File: src/acc_pkg.sv
// ----------------------------------------------------------------------------
// Alarm clock controller package
// Shared item types and constants of the 12-hour alarm clock controller.
// ----------------------------------------------------------------------------
package acc_pkg;

    localparam logic [5:0] LAST_MINUTE      = 6'd59;
    localparam logic [3:0] HOURS_PER_HALF   = 4'd12;
    localparam logic [7:0] RING_TICKS_RESET = 8'd60;

    localparam logic [1:0] CURSOR_HOUR   = 2'd0;
    localparam logic [1:0] CURSOR_MINUTE = 2'd1;
    localparam logic [1:0] CURSOR_PM     = 2'd2;

    typedef struct packed {
        logic [5:0] time_minute;
        logic [3:0] time_hour;
        logic       time_pm;
        logic       press_mode;
        logic       press_left;
        logic       press_right;
        logic       press_up;
        logic       press_down;
        logic       press_confirm;
    } tick_t;

    typedef struct packed {
        logic       buzzer_on;
        logic       editing;
        logic [1:0] cursor;
        logic [3:0] edit_hour;
        logic [5:0] edit_minute;
        logic       edit_pm;
        logic       armed;
    } result_t;

endpackage

File: src/acc_tick_if.sv
// ----------------------------------------------------------------------------
// Tick channel
// Carries one tick beat: the current time and the button presses.
// ----------------------------------------------------------------------------
interface acc_tick_if;
    logic       valid;
    logic       ready;
    logic [5:0] time_minute;
    logic [3:0] time_hour;
    logic       time_pm;
    logic       press_mode;
    logic       press_left;
    logic       press_right;
    logic       press_up;
    logic       press_down;
    logic       press_confirm;

    modport source (
        output valid, time_minute, time_hour, time_pm, press_mode, press_left,
               press_right, press_up, press_down, press_confirm,
        input  ready
    );
    modport sink (
        input  valid, time_minute, time_hour, time_pm, press_mode, press_left,
               press_right, press_up, press_down, press_confirm,
        output ready
    );
endinterface

File: src/acc_result_if.sv
// ----------------------------------------------------------------------------
// Result channel
// Carries one result beat: buzzer drive and the alarm edit view.
// ----------------------------------------------------------------------------
interface acc_result_if;
    logic       valid;
    logic       ready;
    logic       buzzer_on;
    logic       editing;
    logic [1:0] cursor;
    logic [3:0] edit_hour;
    logic [5:0] edit_minute;
    logic       edit_pm;
    logic       armed;

    modport source (
        output valid, buzzer_on, editing, cursor, edit_hour, edit_minute, edit_pm,
               armed,
        input  ready
    );
    modport sink (
        input  valid, buzzer_on, editing, cursor, edit_hour, edit_minute, edit_pm,
               armed,
        output ready
    );
endinterface

File: src/acc_cfg_if.sv
// ----------------------------------------------------------------------------
// Configuration channel
// Carries one write beat of the ring limit register.
// ----------------------------------------------------------------------------
interface acc_cfg_if;
    logic       valid;
    logic       ready;
    logic [7:0] ring_ticks;

    modport source (output valid, ring_ticks, input ready);
    modport sink (input valid, ring_ticks, output ready);
endinterface

File: src/alarm_clock_controller_top.sv
// ----------------------------------------------------------------------------
// Alarm clock controller, 12-hour form
// A tick is registered in the input stage and its result in the output stage.
// Throughput is one tick per cycle in a single core step while output is free.
// The input and output registers let a new tick enter while a result waits.
// Reset clears all alarm state and sets the ring limit to 60 ticks.
// ----------------------------------------------------------------------------
module alarm_clock_controller_top
    import acc_pkg::*;
(
    input  logic          clk,
    input  logic          rst_n,
    acc_tick_if.sink      tick,
    acc_result_if.source  result,
    acc_cfg_if.sink       cfg
);

    logic [7:0] ring_limit_reg;
    logic [7:0] ring_limit_next;
    logic       in_valid;
    logic       out_free;
    logic       advance;
    tick_t      item;
    result_t    res;

    assign cfg.ready       = 1'b1;
    assign ring_limit_next = (cfg.valid && cfg.ready) ? cfg.ring_ticks : ring_limit_reg;

    always_ff @(posedge clk or negedge rst_n)
    begin
        if (!rst_n)
        begin
            ring_limit_reg <= RING_TICKS_RESET;
        end
        else
        begin
            ring_limit_reg <= ring_limit_next;
        end
    end

    assign advance = in_valid && out_free;

    acc_in_stage u_in_stage (
        .clk     (clk),
        .rst_n   (rst_n),
        .tick    (tick),
        .advance (advance),
        .valid   (in_valid),
        .item    (item)
    );

    acc_core u_core (
        .clk        (clk),
        .rst_n      (rst_n),
        .advance    (advance),
        .item       (item),
        .ring_ticks (ring_limit_reg),
        .res        (res)
    );

    acc_out_stage u_out_stage (
        .clk    (clk),
        .rst_n  (rst_n),
        .load   (advance),
        .res    (res),
        .result (result),
        .free   (out_free)
    );

endmodule

File: src/acc_in_stage.sv
// ----------------------------------------------------------------------------
// Input stage
// Registers an accepted tick beat until the core consumes it.
// ----------------------------------------------------------------------------
module acc_in_stage
    import acc_pkg::*;
(
    input  logic      clk,
    input  logic      rst_n,
    acc_tick_if.sink  tick,
    input  logic      advance,
    output logic      valid,
    output tick_t     item
);

    logic  valid_reg;
    logic  valid_next;
    tick_t item_reg;
    logic  take;

    assign tick.ready = !valid_reg || advance;
    assign take       = tick.valid && tick.ready;
    assign valid_next = take || (valid_reg && !advance);

    always_ff @(posedge clk or negedge rst_n)
    begin
        if (!rst_n)
        begin
            valid_reg <= 1'b0;
        end
        else
        begin
            valid_reg <= valid_next;
        end
    end

    always_ff @(posedge clk)
    begin
        if (take)
        begin
            item_reg <= '{time_minute:   tick.time_minute,
                          time_hour:     tick.time_hour,
                          time_pm:       tick.time_pm,
                          press_mode:    tick.press_mode,
                          press_left:    tick.press_left,
                          press_right:   tick.press_right,
                          press_up:      tick.press_up,
                          press_down:    tick.press_down,
                          press_confirm: tick.press_confirm};
        end
    end

    assign valid = valid_reg;
    assign item  = item_reg;

endmodule

File: src/acc_core.sv
// ----------------------------------------------------------------------------
// Controller core
// Holds the edit, alarm and ring state and applies one tick per advance.
// ----------------------------------------------------------------------------
module acc_core
    import acc_pkg::*;
(
    input  logic       clk,
    input  logic       rst_n,
    input  logic       advance,
    input  tick_t      item,
    input  logic [7:0] ring_ticks,
    output result_t    res
);

    logic       edit_mode_reg,    edit_mode_next;
    logic [1:0] cursor_pos_reg,   cursor_pos_next;
    logic [3:0] work_hour_reg,    work_hour_next;
    logic [5:0] work_minute_reg,  work_minute_next;
    logic       work_pm_reg,      work_pm_next;
    logic       alarm_armed_reg,  alarm_armed_next;
    logic [3:0] saved_hour_reg,   saved_hour_next;
    logic [5:0] saved_minute_reg, saved_minute_next;
    logic       saved_pm_reg,     saved_pm_next;
    logic       ringing_reg,      ringing_next;
    logic [7:0] ring_count_reg,   ring_count_next;

    always_comb
    begin
        logic [3:0] hour;
        logic [3:0] now_hour;
        logic [7:0] count_inc;

        edit_mode_next    = edit_mode_reg ^ item.press_mode;
        cursor_pos_next   = cursor_pos_reg;
        hour              = work_hour_reg;
        work_minute_next  = work_minute_reg;
        work_pm_next      = work_pm_reg;
        alarm_armed_next  = alarm_armed_reg;
        saved_hour_next   = saved_hour_reg;
        saved_minute_next = saved_minute_reg;
        saved_pm_next     = saved_pm_reg;
        ringing_next      = ringing_reg;
        ring_count_next   = ring_count_reg;

        if (edit_mode_next)
        begin
            if (item.press_left && cursor_pos_next != CURSOR_HOUR)
            begin
                cursor_pos_next = cursor_pos_next - 2'd1;
            end
            if (item.press_right && cursor_pos_next < CURSOR_PM)
            begin
                cursor_pos_next = cursor_pos_next + 2'd1;
            end
            if (item.press_up)
            begin
                case (cursor_pos_next)
                    CURSOR_HOUR:
                    begin
                        if (hour >= HOURS_PER_HALF)
                        begin
                            hour = 4'd1;
                        end
                        else
                        begin
                            hour = hour + 4'd1;
                        end
                    end
                    CURSOR_MINUTE:
                    begin
                        work_minute_next = (work_minute_next >= LAST_MINUTE) ? 6'd0
                                                                             : work_minute_next + 6'd1;
                    end
                    default:
                    begin
                        work_pm_next = ~work_pm_next;
                    end
                endcase
            end
            if (item.press_down)
            begin
                case (cursor_pos_next)
                    CURSOR_HOUR:
                    begin
                        hour = (hour > 4'd1) ? hour - 4'd1 : HOURS_PER_HALF;
                    end
                    CURSOR_MINUTE:
                    begin
                        work_minute_next = (work_minute_next != 6'd0) ? work_minute_next - 6'd1
                                                                      : LAST_MINUTE;
                    end
                    default:
                    begin
                        work_pm_next = ~work_pm_next;
                    end
                endcase
            end
        end
        work_hour_next = hour;

        if (item.press_confirm)
        begin
            if (edit_mode_next)
            begin
                edit_mode_next    = 1'b0;
                alarm_armed_next  = 1'b1;
                saved_hour_next   = work_hour_next;
                saved_minute_next = work_minute_next;
                saved_pm_next     = work_pm_next;
            end
            else if (ringing_next)
            begin
                ringing_next    = 1'b0;
                ring_count_next = 8'd0;
            end
        end

        if (item.time_hour == 4'd0)
        begin
            now_hour = HOURS_PER_HALF;
        end
        else if (item.time_hour > HOURS_PER_HALF)
        begin
            now_hour = item.time_hour - HOURS_PER_HALF;
        end
        else
        begin
            now_hour = item.time_hour;
        end

        if (alarm_armed_next)
        begin
            ringing_next = (item.time_minute == saved_minute_next)
                        && (now_hour == saved_hour_next)
                        && (item.time_pm == saved_pm_next);
        end

        count_inc = ring_count_next + 8'd1;
        if (ringing_next)
        begin
            ring_count_next = count_inc;
            if (count_inc >= ring_ticks)
            begin
                ringing_next    = 1'b0;
                ring_count_next = 8'd0;
            end
        end
        else
        begin
            ring_count_next = 8'd0;
        end
    end

    always_ff @(posedge clk or negedge rst_n)
    begin
        if (!rst_n)
        begin
            edit_mode_reg    <= 1'b0;
            cursor_pos_reg   <= CURSOR_HOUR;
            work_hour_reg    <= 4'd0;
            work_minute_reg  <= 6'd0;
            work_pm_reg      <= 1'b0;
            alarm_armed_reg  <= 1'b0;
            saved_hour_reg   <= 4'd0;
            saved_minute_reg <= 6'd0;
            saved_pm_reg     <= 1'b0;
            ringing_reg      <= 1'b0;
            ring_count_reg   <= 8'd0;
        end
        else if (advance)
        begin
            edit_mode_reg    <= edit_mode_next;
            cursor_pos_reg   <= cursor_pos_next;
            work_hour_reg    <= work_hour_next;
            work_minute_reg  <= work_minute_next;
            work_pm_reg      <= work_pm_next;
            alarm_armed_reg  <= alarm_armed_next;
            saved_hour_reg   <= saved_hour_next;
            saved_minute_reg <= saved_minute_next;
            saved_pm_reg     <= saved_pm_next;
            ringing_reg      <= ringing_next;
            ring_count_reg   <= ring_count_next;
        end
    end

    assign res = '{buzzer_on:   ringing_next,
                   editing:     edit_mode_next,
                   cursor:      cursor_pos_next,
                   edit_hour:   work_hour_next,
                   edit_minute: work_minute_next,
                   edit_pm:     work_pm_next,
                   armed:       alarm_armed_next};

endmodule

File: src/acc_out_stage.sv
// ----------------------------------------------------------------------------
// Output stage
// Holds one result beat until the downstream side takes it.
// ----------------------------------------------------------------------------
module acc_out_stage
    import acc_pkg::*;
(
    input  logic          clk,
    input  logic          rst_n,
    input  logic          load,
    input  result_t       res,
    acc_result_if.source  result,
    output logic          free
);

    logic    valid_reg;
    logic    valid_next;
    result_t res_reg;

    assign free       = !valid_reg || result.ready;
    assign valid_next = load || (valid_reg && !result.ready);

    always_ff @(posedge clk or negedge rst_n)
    begin
        if (!rst_n)
        begin
            valid_reg <= 1'b0;
        end
        else
        begin
            valid_reg <= valid_next;
        end
    end

    always_ff @(posedge clk)
    begin
        if (load)
        begin
            res_reg <= res;
        end
    end

    assign result.valid       = valid_reg;
    assign result.buzzer_on   = res_reg.buzzer_on;
    assign result.editing     = res_reg.editing;
    assign result.cursor      = res_reg.cursor;
    assign result.edit_hour   = res_reg.edit_hour;
    assign result.edit_minute = res_reg.edit_minute;
    assign result.edit_pm     = res_reg.edit_pm;
    assign result.armed       = res_reg.armed;

endmodule
File: src/flat_wrapper.sv
// flat-port wrapper written by rule: the top's interface ports become plain ports
module alarm_clock_controller_top_flat import acc_pkg::*;
  (clk, rst_n, tick_valid, tick_time_minute, tick_time_hour, tick_time_pm, tick_press_mode, tick_press_left, tick_press_right, tick_press_up, tick_press_down, tick_press_confirm, tick_ready, result_valid, result_buzzer_on, result_editing, result_cursor, result_edit_hour, result_edit_minute, result_edit_pm, result_armed, result_ready, cfg_valid, cfg_ring_ticks, cfg_ready);
  acc_tick_if tick_i ();
  acc_result_if result_i ();
  acc_cfg_if cfg_i ();
  input  logic clk;
  input  logic rst_n;
  input wire logic [$bits(tick_i.valid)-1:0] tick_valid;
  input wire logic [$bits(tick_i.time_minute)-1:0] tick_time_minute;
  input wire logic [$bits(tick_i.time_hour)-1:0] tick_time_hour;
  input wire logic [$bits(tick_i.time_pm)-1:0] tick_time_pm;
  input wire logic [$bits(tick_i.press_mode)-1:0] tick_press_mode;
  input wire logic [$bits(tick_i.press_left)-1:0] tick_press_left;
  input wire logic [$bits(tick_i.press_right)-1:0] tick_press_right;
  input wire logic [$bits(tick_i.press_up)-1:0] tick_press_up;
  input wire logic [$bits(tick_i.press_down)-1:0] tick_press_down;
  input wire logic [$bits(tick_i.press_confirm)-1:0] tick_press_confirm;
  output wire logic [$bits(tick_i.ready)-1:0] tick_ready;
  output wire logic [$bits(result_i.valid)-1:0] result_valid;
  output wire logic [$bits(result_i.buzzer_on)-1:0] result_buzzer_on;
  output wire logic [$bits(result_i.editing)-1:0] result_editing;
  output wire logic [$bits(result_i.cursor)-1:0] result_cursor;
  output wire logic [$bits(result_i.edit_hour)-1:0] result_edit_hour;
  output wire logic [$bits(result_i.edit_minute)-1:0] result_edit_minute;
  output wire logic [$bits(result_i.edit_pm)-1:0] result_edit_pm;
  output wire logic [$bits(result_i.armed)-1:0] result_armed;
  input wire logic [$bits(result_i.ready)-1:0] result_ready;
  input wire logic [$bits(cfg_i.valid)-1:0] cfg_valid;
  input wire logic [$bits(cfg_i.ring_ticks)-1:0] cfg_ring_ticks;
  output wire logic [$bits(cfg_i.ready)-1:0] cfg_ready;
  assign tick_i.valid = tick_valid;
  assign tick_i.time_minute = tick_time_minute;
  assign tick_i.time_hour = tick_time_hour;
  assign tick_i.time_pm = tick_time_pm;
  assign tick_i.press_mode = tick_press_mode;
  assign tick_i.press_left = tick_press_left;
  assign tick_i.press_right = tick_press_right;
  assign tick_i.press_up = tick_press_up;
  assign tick_i.press_down = tick_press_down;
  assign tick_i.press_confirm = tick_press_confirm;
  assign tick_ready = tick_i.ready;
  assign result_valid = result_i.valid;
  assign result_buzzer_on = result_i.buzzer_on;
  assign result_editing = result_i.editing;
  assign result_cursor = result_i.cursor;
  assign result_edit_hour = result_i.edit_hour;
  assign result_edit_minute = result_i.edit_minute;
  assign result_edit_pm = result_i.edit_pm;
  assign result_armed = result_i.armed;
  assign result_i.ready = result_ready;
  assign cfg_i.valid = cfg_valid;
  assign cfg_i.ring_ticks = cfg_ring_ticks;
  assign cfg_ready = cfg_i.ready;
  alarm_clock_controller_top u_core (.clk(clk), .rst_n(rst_n), .tick(tick_i), .result(result_i), .cfg(cfg_i));
endmodule
File: config.mk
export PLATFORM = sky130hd
export DESIGN_NAME = alarm_clock_controller_top_flat
export DESIGN_NICKNAME = d
export VERILOG_FILES = /design/src/acc_pkg.sv /design/src/acc_tick_if.sv /design/src/acc_result_if.sv /design/src/acc_cfg_if.sv /design/src/alarm_clock_controller_top.sv /design/src/acc_in_stage.sv /design/src/acc_core.sv /design/src/acc_out_stage.sv /design/src/flat_wrapper.sv
export SDC_FILE = /design/constraint.sdc
export NUM_CORES = 1
export LEC_CHECK = 0
export BUFFER_PORTS_ARGS = -buffer_cell sky130_fd_sc_hd__buf_2
export CAP_MARGIN = 20
export CORE_MARGIN = 2
export CORE_UTILIZATION = 60
export CTS_CLUSTER_DIAMETER = 40
export CTS_CLUSTER_SIZE = 20
export DETAILED_ROUTE_END_ITERATION = 10
export PLACE_DENSITY_LB_ADDON = 0.05
export SLEW_MARGIN = 20
export SYNTH_ARGS = -nofsm -noshare
export SYNTH_HDL_FRONTEND = slang
export SYNTH_SLANG_ARGS = --single-unit
export TNS_END_PERCENT = 30
File: constraint.sdc
create_clock -name clk -period 5.85 [get_ports clk]
set_input_delay 0.2925 -clock clk [delete_from_list [all_inputs] [get_ports clk]]
set_output_delay 0.2925 -clock clk [all_outputs]
set_load 0.005 [all_outputs]
==> results of run 1 <==
[cell usage after synthesis, types with 9 or more instances]
master	count	share of area (%)
inv_1	21	1.6
o31ai_1	10	1.5
ha_1	19	4.8
xor2_1	13	2.3
nand4_1	9	1.1
and2_1	10	1.3
a21oi_1	20	2.0
dfrtp_1	41	21
edfxtp_1	33	20
nand2_1	85	6.5
nor2_1	29	2.2
nand2b_1	11	1.4
nand3_1	14	1.4
clkbuf_1	17	1.3
o21ai_0	41	4.2
and3_1	19	2.4
mux2_2	9	2.1
[stage by stage]
step	hold slack (ns)	area (sq um)	utilization (%)	setup WS, ns
after floorplan	-0.00309	4920	-	1.69
after global placement	0.431	5190	64.1	1.14
after detailed placement	0.438	5190	64.1	0.881
after CTS	0.0499	5390	66.6	0.837
after global routing	0.0743	5390	66.6	0.350
final	0.00115	5390	66.6	0.712
[layout make-up]
class	instances	area [sq um]	share of cell area (%)
Timing Repair Buffer	50	258	4.78
Multi-Input combinational cell	403	2600	48.2
Clock buffer	9	124	2.30
Inverter	21	78.8	1.46
Sequential cell	78	2120	39.4
Tap cell	105	131	2.44
Clock inverter	7	78.8	1.46
[cell families after synthesis]
group	count (synthesis)	synth area share, %
buf+inv	44	4.07
simple gates	208	20.8
flops	78	43.1
fa+ha+maj	19	4.83
other cells	1	0.0762
xor+xnor	22	4.35
compound gates	143	20.5
mux	10	2.26
[path summary, 6_finish.rpt]
check                                                     start                         endpoint  slack (ns)  cells after the start
worst max-delay path            u_core.u_core.cursor_pos_reg[0]  u_core.u_core.ring_count_reg[4]        0.71                     14
worst min-delay path                                      rst_n   u_core.u_core.work_hour_reg[3]       0.001                      2
worst max register to register  u_core.u_core.cursor_pos_reg[0]  u_core.u_core.ring_count_reg[4]        0.71                     14
worst min register to register  u_core.u_core.saved_hour_reg[1]  u_core.u_core.saved_hour_reg[1]        0.49                      2
max in group asynchronous                                 rst_n  u_core.u_core.saved_hour_reg[1]        5.39                      2
min in group clk                              tick_time_hour[3]       u_core.u_in_stage.item[10]        0.10                      1
[report_power, final]
part | internal (mW) | switching, mW | leakage, nW
registers | 0.718 | 0.140 | 0.884
clock network | 0.204 | 0.227 | 0.100
logic | 0.388 | 0.621 | 1.35
[per-layer routing]
layer	part of all wire, %	vias to the layer above	wire length [microns]	track usage [%]
li1	-	2002	-	-
met4	2.1	0	247	9.78
met1	44	1986	5330	38.1
met3	5.7	25	687	4.71
met5	0	-	0	0
met2	48	167	5770	48.6
==> metrics, run 1 <==
final setup fails 0; Routed Antenna Nets 0; final critical-path share of the clock period 87.8%; fill count 666; Ports 49; clock sinks 78; PD cells 426 mW/mm^2; post-synth design cell area 0.00492 sq mm; worst-path cell chain inv_1, ha_1, and3b_1, nand3_1, and3_1, a21oi_1, ha_1, nand2b_1, o22ai_1, and2_1, o221ai_1, a221o_1, or4_1, o31ai_1; register bit total from synthesis 78; sequential area share after synthesis 43.1%; largest net degree at the start of global routing 46; initial antenna violation count 0; number of flip-flops in the largest register 17; global-route wire length before repair 20000 microns; hold buffers post-CTS 0; final hold violations 0; Crit Path Max Fanout 10; leading cell types in the layout, fill and taps excluded 85 x nand2_1, 47 x buf_2, 41 x o21ai_0, 41 x dfrtp_1, 33 x edfxtp_1; Peak supply drop 184 uV; synth warn 0; Post-Syn Area per Cell 9.37 sq um; chip width 94.6 microns; Area Overhead vs Synth 9.56%; number of antenna diodes 0; CP delay by family, top simple AND/OR/NAND/NOR gates; Root Driver clkbuf_8; post-synthesis cell count 525; Net Count, Synth 574; Overflow after GRT 0; CTS tree built; Yosys cell types 76; Starting Density 60.8%; Least-Margin Pin Slew 0.948 ns; number of buffers created by CTS 9; Row Count 33; hold crit path type primary input to asynchronous set/reset pin; CP required 6.10 ns; DP Cell Count 657; DR vias 4180; CTS clk-pin slew, worst paths 0.09 ns; number of synthesized flops with an enable pin 33; worst skew pair latency 0.36 ns; Worst Skew 0.0103 ns; GRT Total Usage 28.9%; die area 0.00894 sq mm; FFs w/ async S/R, synth 57.7%; Routed WL 12000 microns; P_leak 2.33 nW; CP bufs+invs 1; setup TNS 0 ns; cts repair resizes 0; Worst EP arrival 5.38 ns; NumNets Final 612; Primary FF master, synth dfrtp_1; vias in the first global route 3972; # port buffers 47; CP endpoint kind register; clk buf depth 2; HPWL Detailed 8620 microns; RSZ-0062 raised after global routing no; gp weighted congestion 0.943; Design Power 2.30 mW; CP Class register to register; Rel. slew slack 36.6%; height of the die 94.6 microns; DRT iter0 DRCs 240; Initial DRT Pass Iterations 5; # DRC 0; Startpoint Class register; H-tree levels 3; commonest non-fill, non-tap cell in the layout nand2_1; routed len/inst 17.9 microns; Max stage delay on crit path 0.71 ns; CP max-delay cell or4_1; Core ar. 0.00809 sq mm; Finished Layout Cells 673; DR vias/cell 6.21; Setup Fix Bufs, Post-CTS 0; outcome finished clean; share of cells above drive strength 1 16.0%; Final Critical Period 5.14 ns; max_cap viols 0; CP dominant cell by count ha_1; Achievable Freq 195 MHz; Slew Limit Fails 0
(Power assumes the default switching activity.)
==> run 2, diff against run 1 <==
--- a/config.mk
+++ b/config.mk
@@ -7,8 +7,10 @@
 export LEC_CHECK = 0
 export BUFFER_PORTS_ARGS = -buffer_cell sky130_fd_sc_hd__buf_2
 export CAP_MARGIN = 20
+export CELL_PAD_IN_SITES_DETAIL_PLACEMENT = 1
+export CELL_PAD_IN_SITES_GLOBAL_PLACEMENT = 1
 export CORE_MARGIN = 2
-export CORE_UTILIZATION = 60
+export CORE_UTILIZATION = 46
 export CTS_CLUSTER_DIAMETER = 40
 export CTS_CLUSTER_SIZE = 20
 export DETAILED_ROUTE_END_ITERATION = 10
==> run 2 against run 1 <==
  * Worst hold slack improved by 0.013 ns
  * Combinational power increased by 4%
  * Maximum frequency increased by 1.2%
  * Largest cell class unchanged
==> metrics, run 2 (synthesis results as in run 1) <==
fill count 1218; initial antenna violation count 0; Startpoint Class register; Setup Fix Bufs, Post-CTS 0; Ports 49; worst skew pair latency 0.37 ns; Max stage delay on crit path 0.71 ns; worst reg-to-reg path cell count 14; Overflow after GRT 0; Initial DRT Pass Iterations 5; R2R Path End u_core.u_core.ring_count_reg[3]; Worst EP arrival 5.35 ns; clock sinks 78; cts repair resizes 0; Placed Area 0.00523 sq mm; DR vias/cell 5.94; setup TNS 0 ns; P_leak 2.35 nW; Area Overhead vs Synth 11.1%; DR vias 4185; height of the die 107 microns; Pint 1.39 mW; vias in the first global route 4398; switching share of power 42.5%; DRT iter0 DRCs 206; reg2reg setup slack 0.77 ns; Slew Limit Fails 0; hold crit path type primary input to asynchronous set/reset pin; final worst setup slack 0.774 ns; NumNets Final 612; Final Critical Period 5.08 ns; CTS clk-pin slew, worst paths 0.09 ns; Seq pwr share 35.7%; Row Count 37; Peak supply drop 178 uV; switching power total 1.03 mW; outcome finished clean; PD cells 443 mW/mm^2; commonest non-fill, non-tap cell in the layout nand2_1; CP endpoint kind register; number of flip-flops in the largest register 17; number of buffers created by CTS 9; CP required 6.12 ns; Comb pwr share 43.4%; max_cap viols 0; global-route wire length before repair 23200 microns; Worst Skew 0.00753 ns; Rel. slew slack 34.7%; largest net degree at the start of global routing 46; Crit Path Max Fanout 10; GRT Total Usage 26.4%; final critical-path share of the clock period 86.8%; leading cell types in the layout, fill and taps excluded 85 x nand2_1, 47 x buf_2, 41 x o21ai_0, 41 x dfrtp_1, 33 x edfxtp_1; share of cells above drive strength 1 15.8%; worst-path cell chain inv_1, ha_1, and3b_1, nand3_1, and3_1, a21oi_1, ha_1, nand2b_1, o22ai_1, and2_1, o221ai_1, a221o_1, or4_1, o31ai_1; Least-Margin Pin Slew 0.979 ns; gp weighted congestion 0.917; power share of the clock group 20.8%; CTS tree built; CP dominant cell by count ha_1; Core ar. 0.0104 sq mm; Placement Setup Slack 0.898 ns; CP Class register to register; # DRC 0; Critical R2R Launch u_core.u_core.cursor_pos_reg[0]; RSZ-0062 raised after global routing no; final hold violations 0; Routed Antenna Nets 0; hold buffers post-CTS 0; die area 0.0115 sq mm; number of antenna diodes 0; chip width 107 microns; Achievable Freq 197 MHz; CP max-delay cell or4_1; CP delay by family, top simple AND/OR/NAND/NOR gates; final setup fails 0; routed len/inst 20.4 microns; Starting Density 47.4%; Routed WL 14400 microns; clk buf depth 2; HPWL Detailed 10300 microns; design area 0.00547 sq mm; CP bufs+invs 1; Root Driver clkbuf_8; # port buffers 47; H-tree levels 3; Hold Slack 0.0139 ns
run 2: worst max path at each step:
stage	from	end	slack, ns	cells past startpoint
floorplan	u_core.u_core.cursor_pos_reg[0]	u_core.u_core.ring_count_reg[2]	1.69	17
global placement	u_core.u_core.cursor_pos_reg[0]	u_core.u_core.ring_count_reg[1]	1.11	15
detailed placement	u_core.u_core.cursor_pos_reg[0]	u_core.u_core.ring_count_reg[3]	0.90	14
CTS	u_core.u_core.cursor_pos_reg[0]	u_core.u_core.ring_count_reg[3]	0.84	14
global route	u_core.u_core.cursor_pos_reg[0]	u_core.u_core.ring_count_reg[3]	0.45	14
finish	u_core.u_core.cursor_pos_reg[0]	u_core.u_core.ring_count_reg[3]	0.77	14
run 2: final cells by class:
type / count / area (sq um) / area share, %
Tap cell: 136 / 170 / 3.11
Clock inverter: 5 / 108 / 1.97
Sequential cell: 78 / 2120 / 38.8
Inverter: 21 / 78.8 / 1.44
Multi-Input combinational cell: 403 / 2600 / 47.5
Clock buffer: 11 / 131 / 2.40
Timing Repair Buffer: 50 / 258 / 4.72
run 2: per-stage QoR:
step           power, mW  std cells  util, %
2_1_floorplan       1.57        525        -
3_3_place_gp        1.87        688     50.4
4_1_cts             2.42        704     52.7
5_1_grt             2.59        704     52.7
3_5_place_dp        1.90        688     50.4
6_report            2.42        704     52.7
run 2: power groups by stage:
| stage | logic (mW) | registers (mW) | clock network (mW) |
|---|---|---|---|
| floorplan | 0.765 | 0.810 | 0 |
| global placement | 1.00 | 0.868 | 0 |
| detailed placement | 1.03 | 0.875 | 0 |
| CTS | 1.04 | 0.865 | 0.511 |
| global route | 1.17 | 0.890 | 0.530 |
| finish | 1.05 | 0.865 | 0.504 |
run 2: metal layers:
| layer | up-vias | part of all wire (%) | track usage (%) |
|---|---|---|---|
| li1 | 2004 | - | - |
| met1 | 2064 | 46 | 34.8 |
| met2 | 103 | 48 | 44.3 |
| met3 | 14 | 5.3 | 6.17 |
| met4 | 0 | 1.1 | 6.04 |
| met5 | - | 0 | 0 |
run 2: worst register-to-register path: cells and delay by family, from the launching register on:
family / cells / cell delay (ns)
buf+inv: 1 / 0.15
flops: 1 / 0.51
simple gates: 6 / 1.99
compound gates: 5 / 1.72
fa+ha+maj: 2 / 0.62
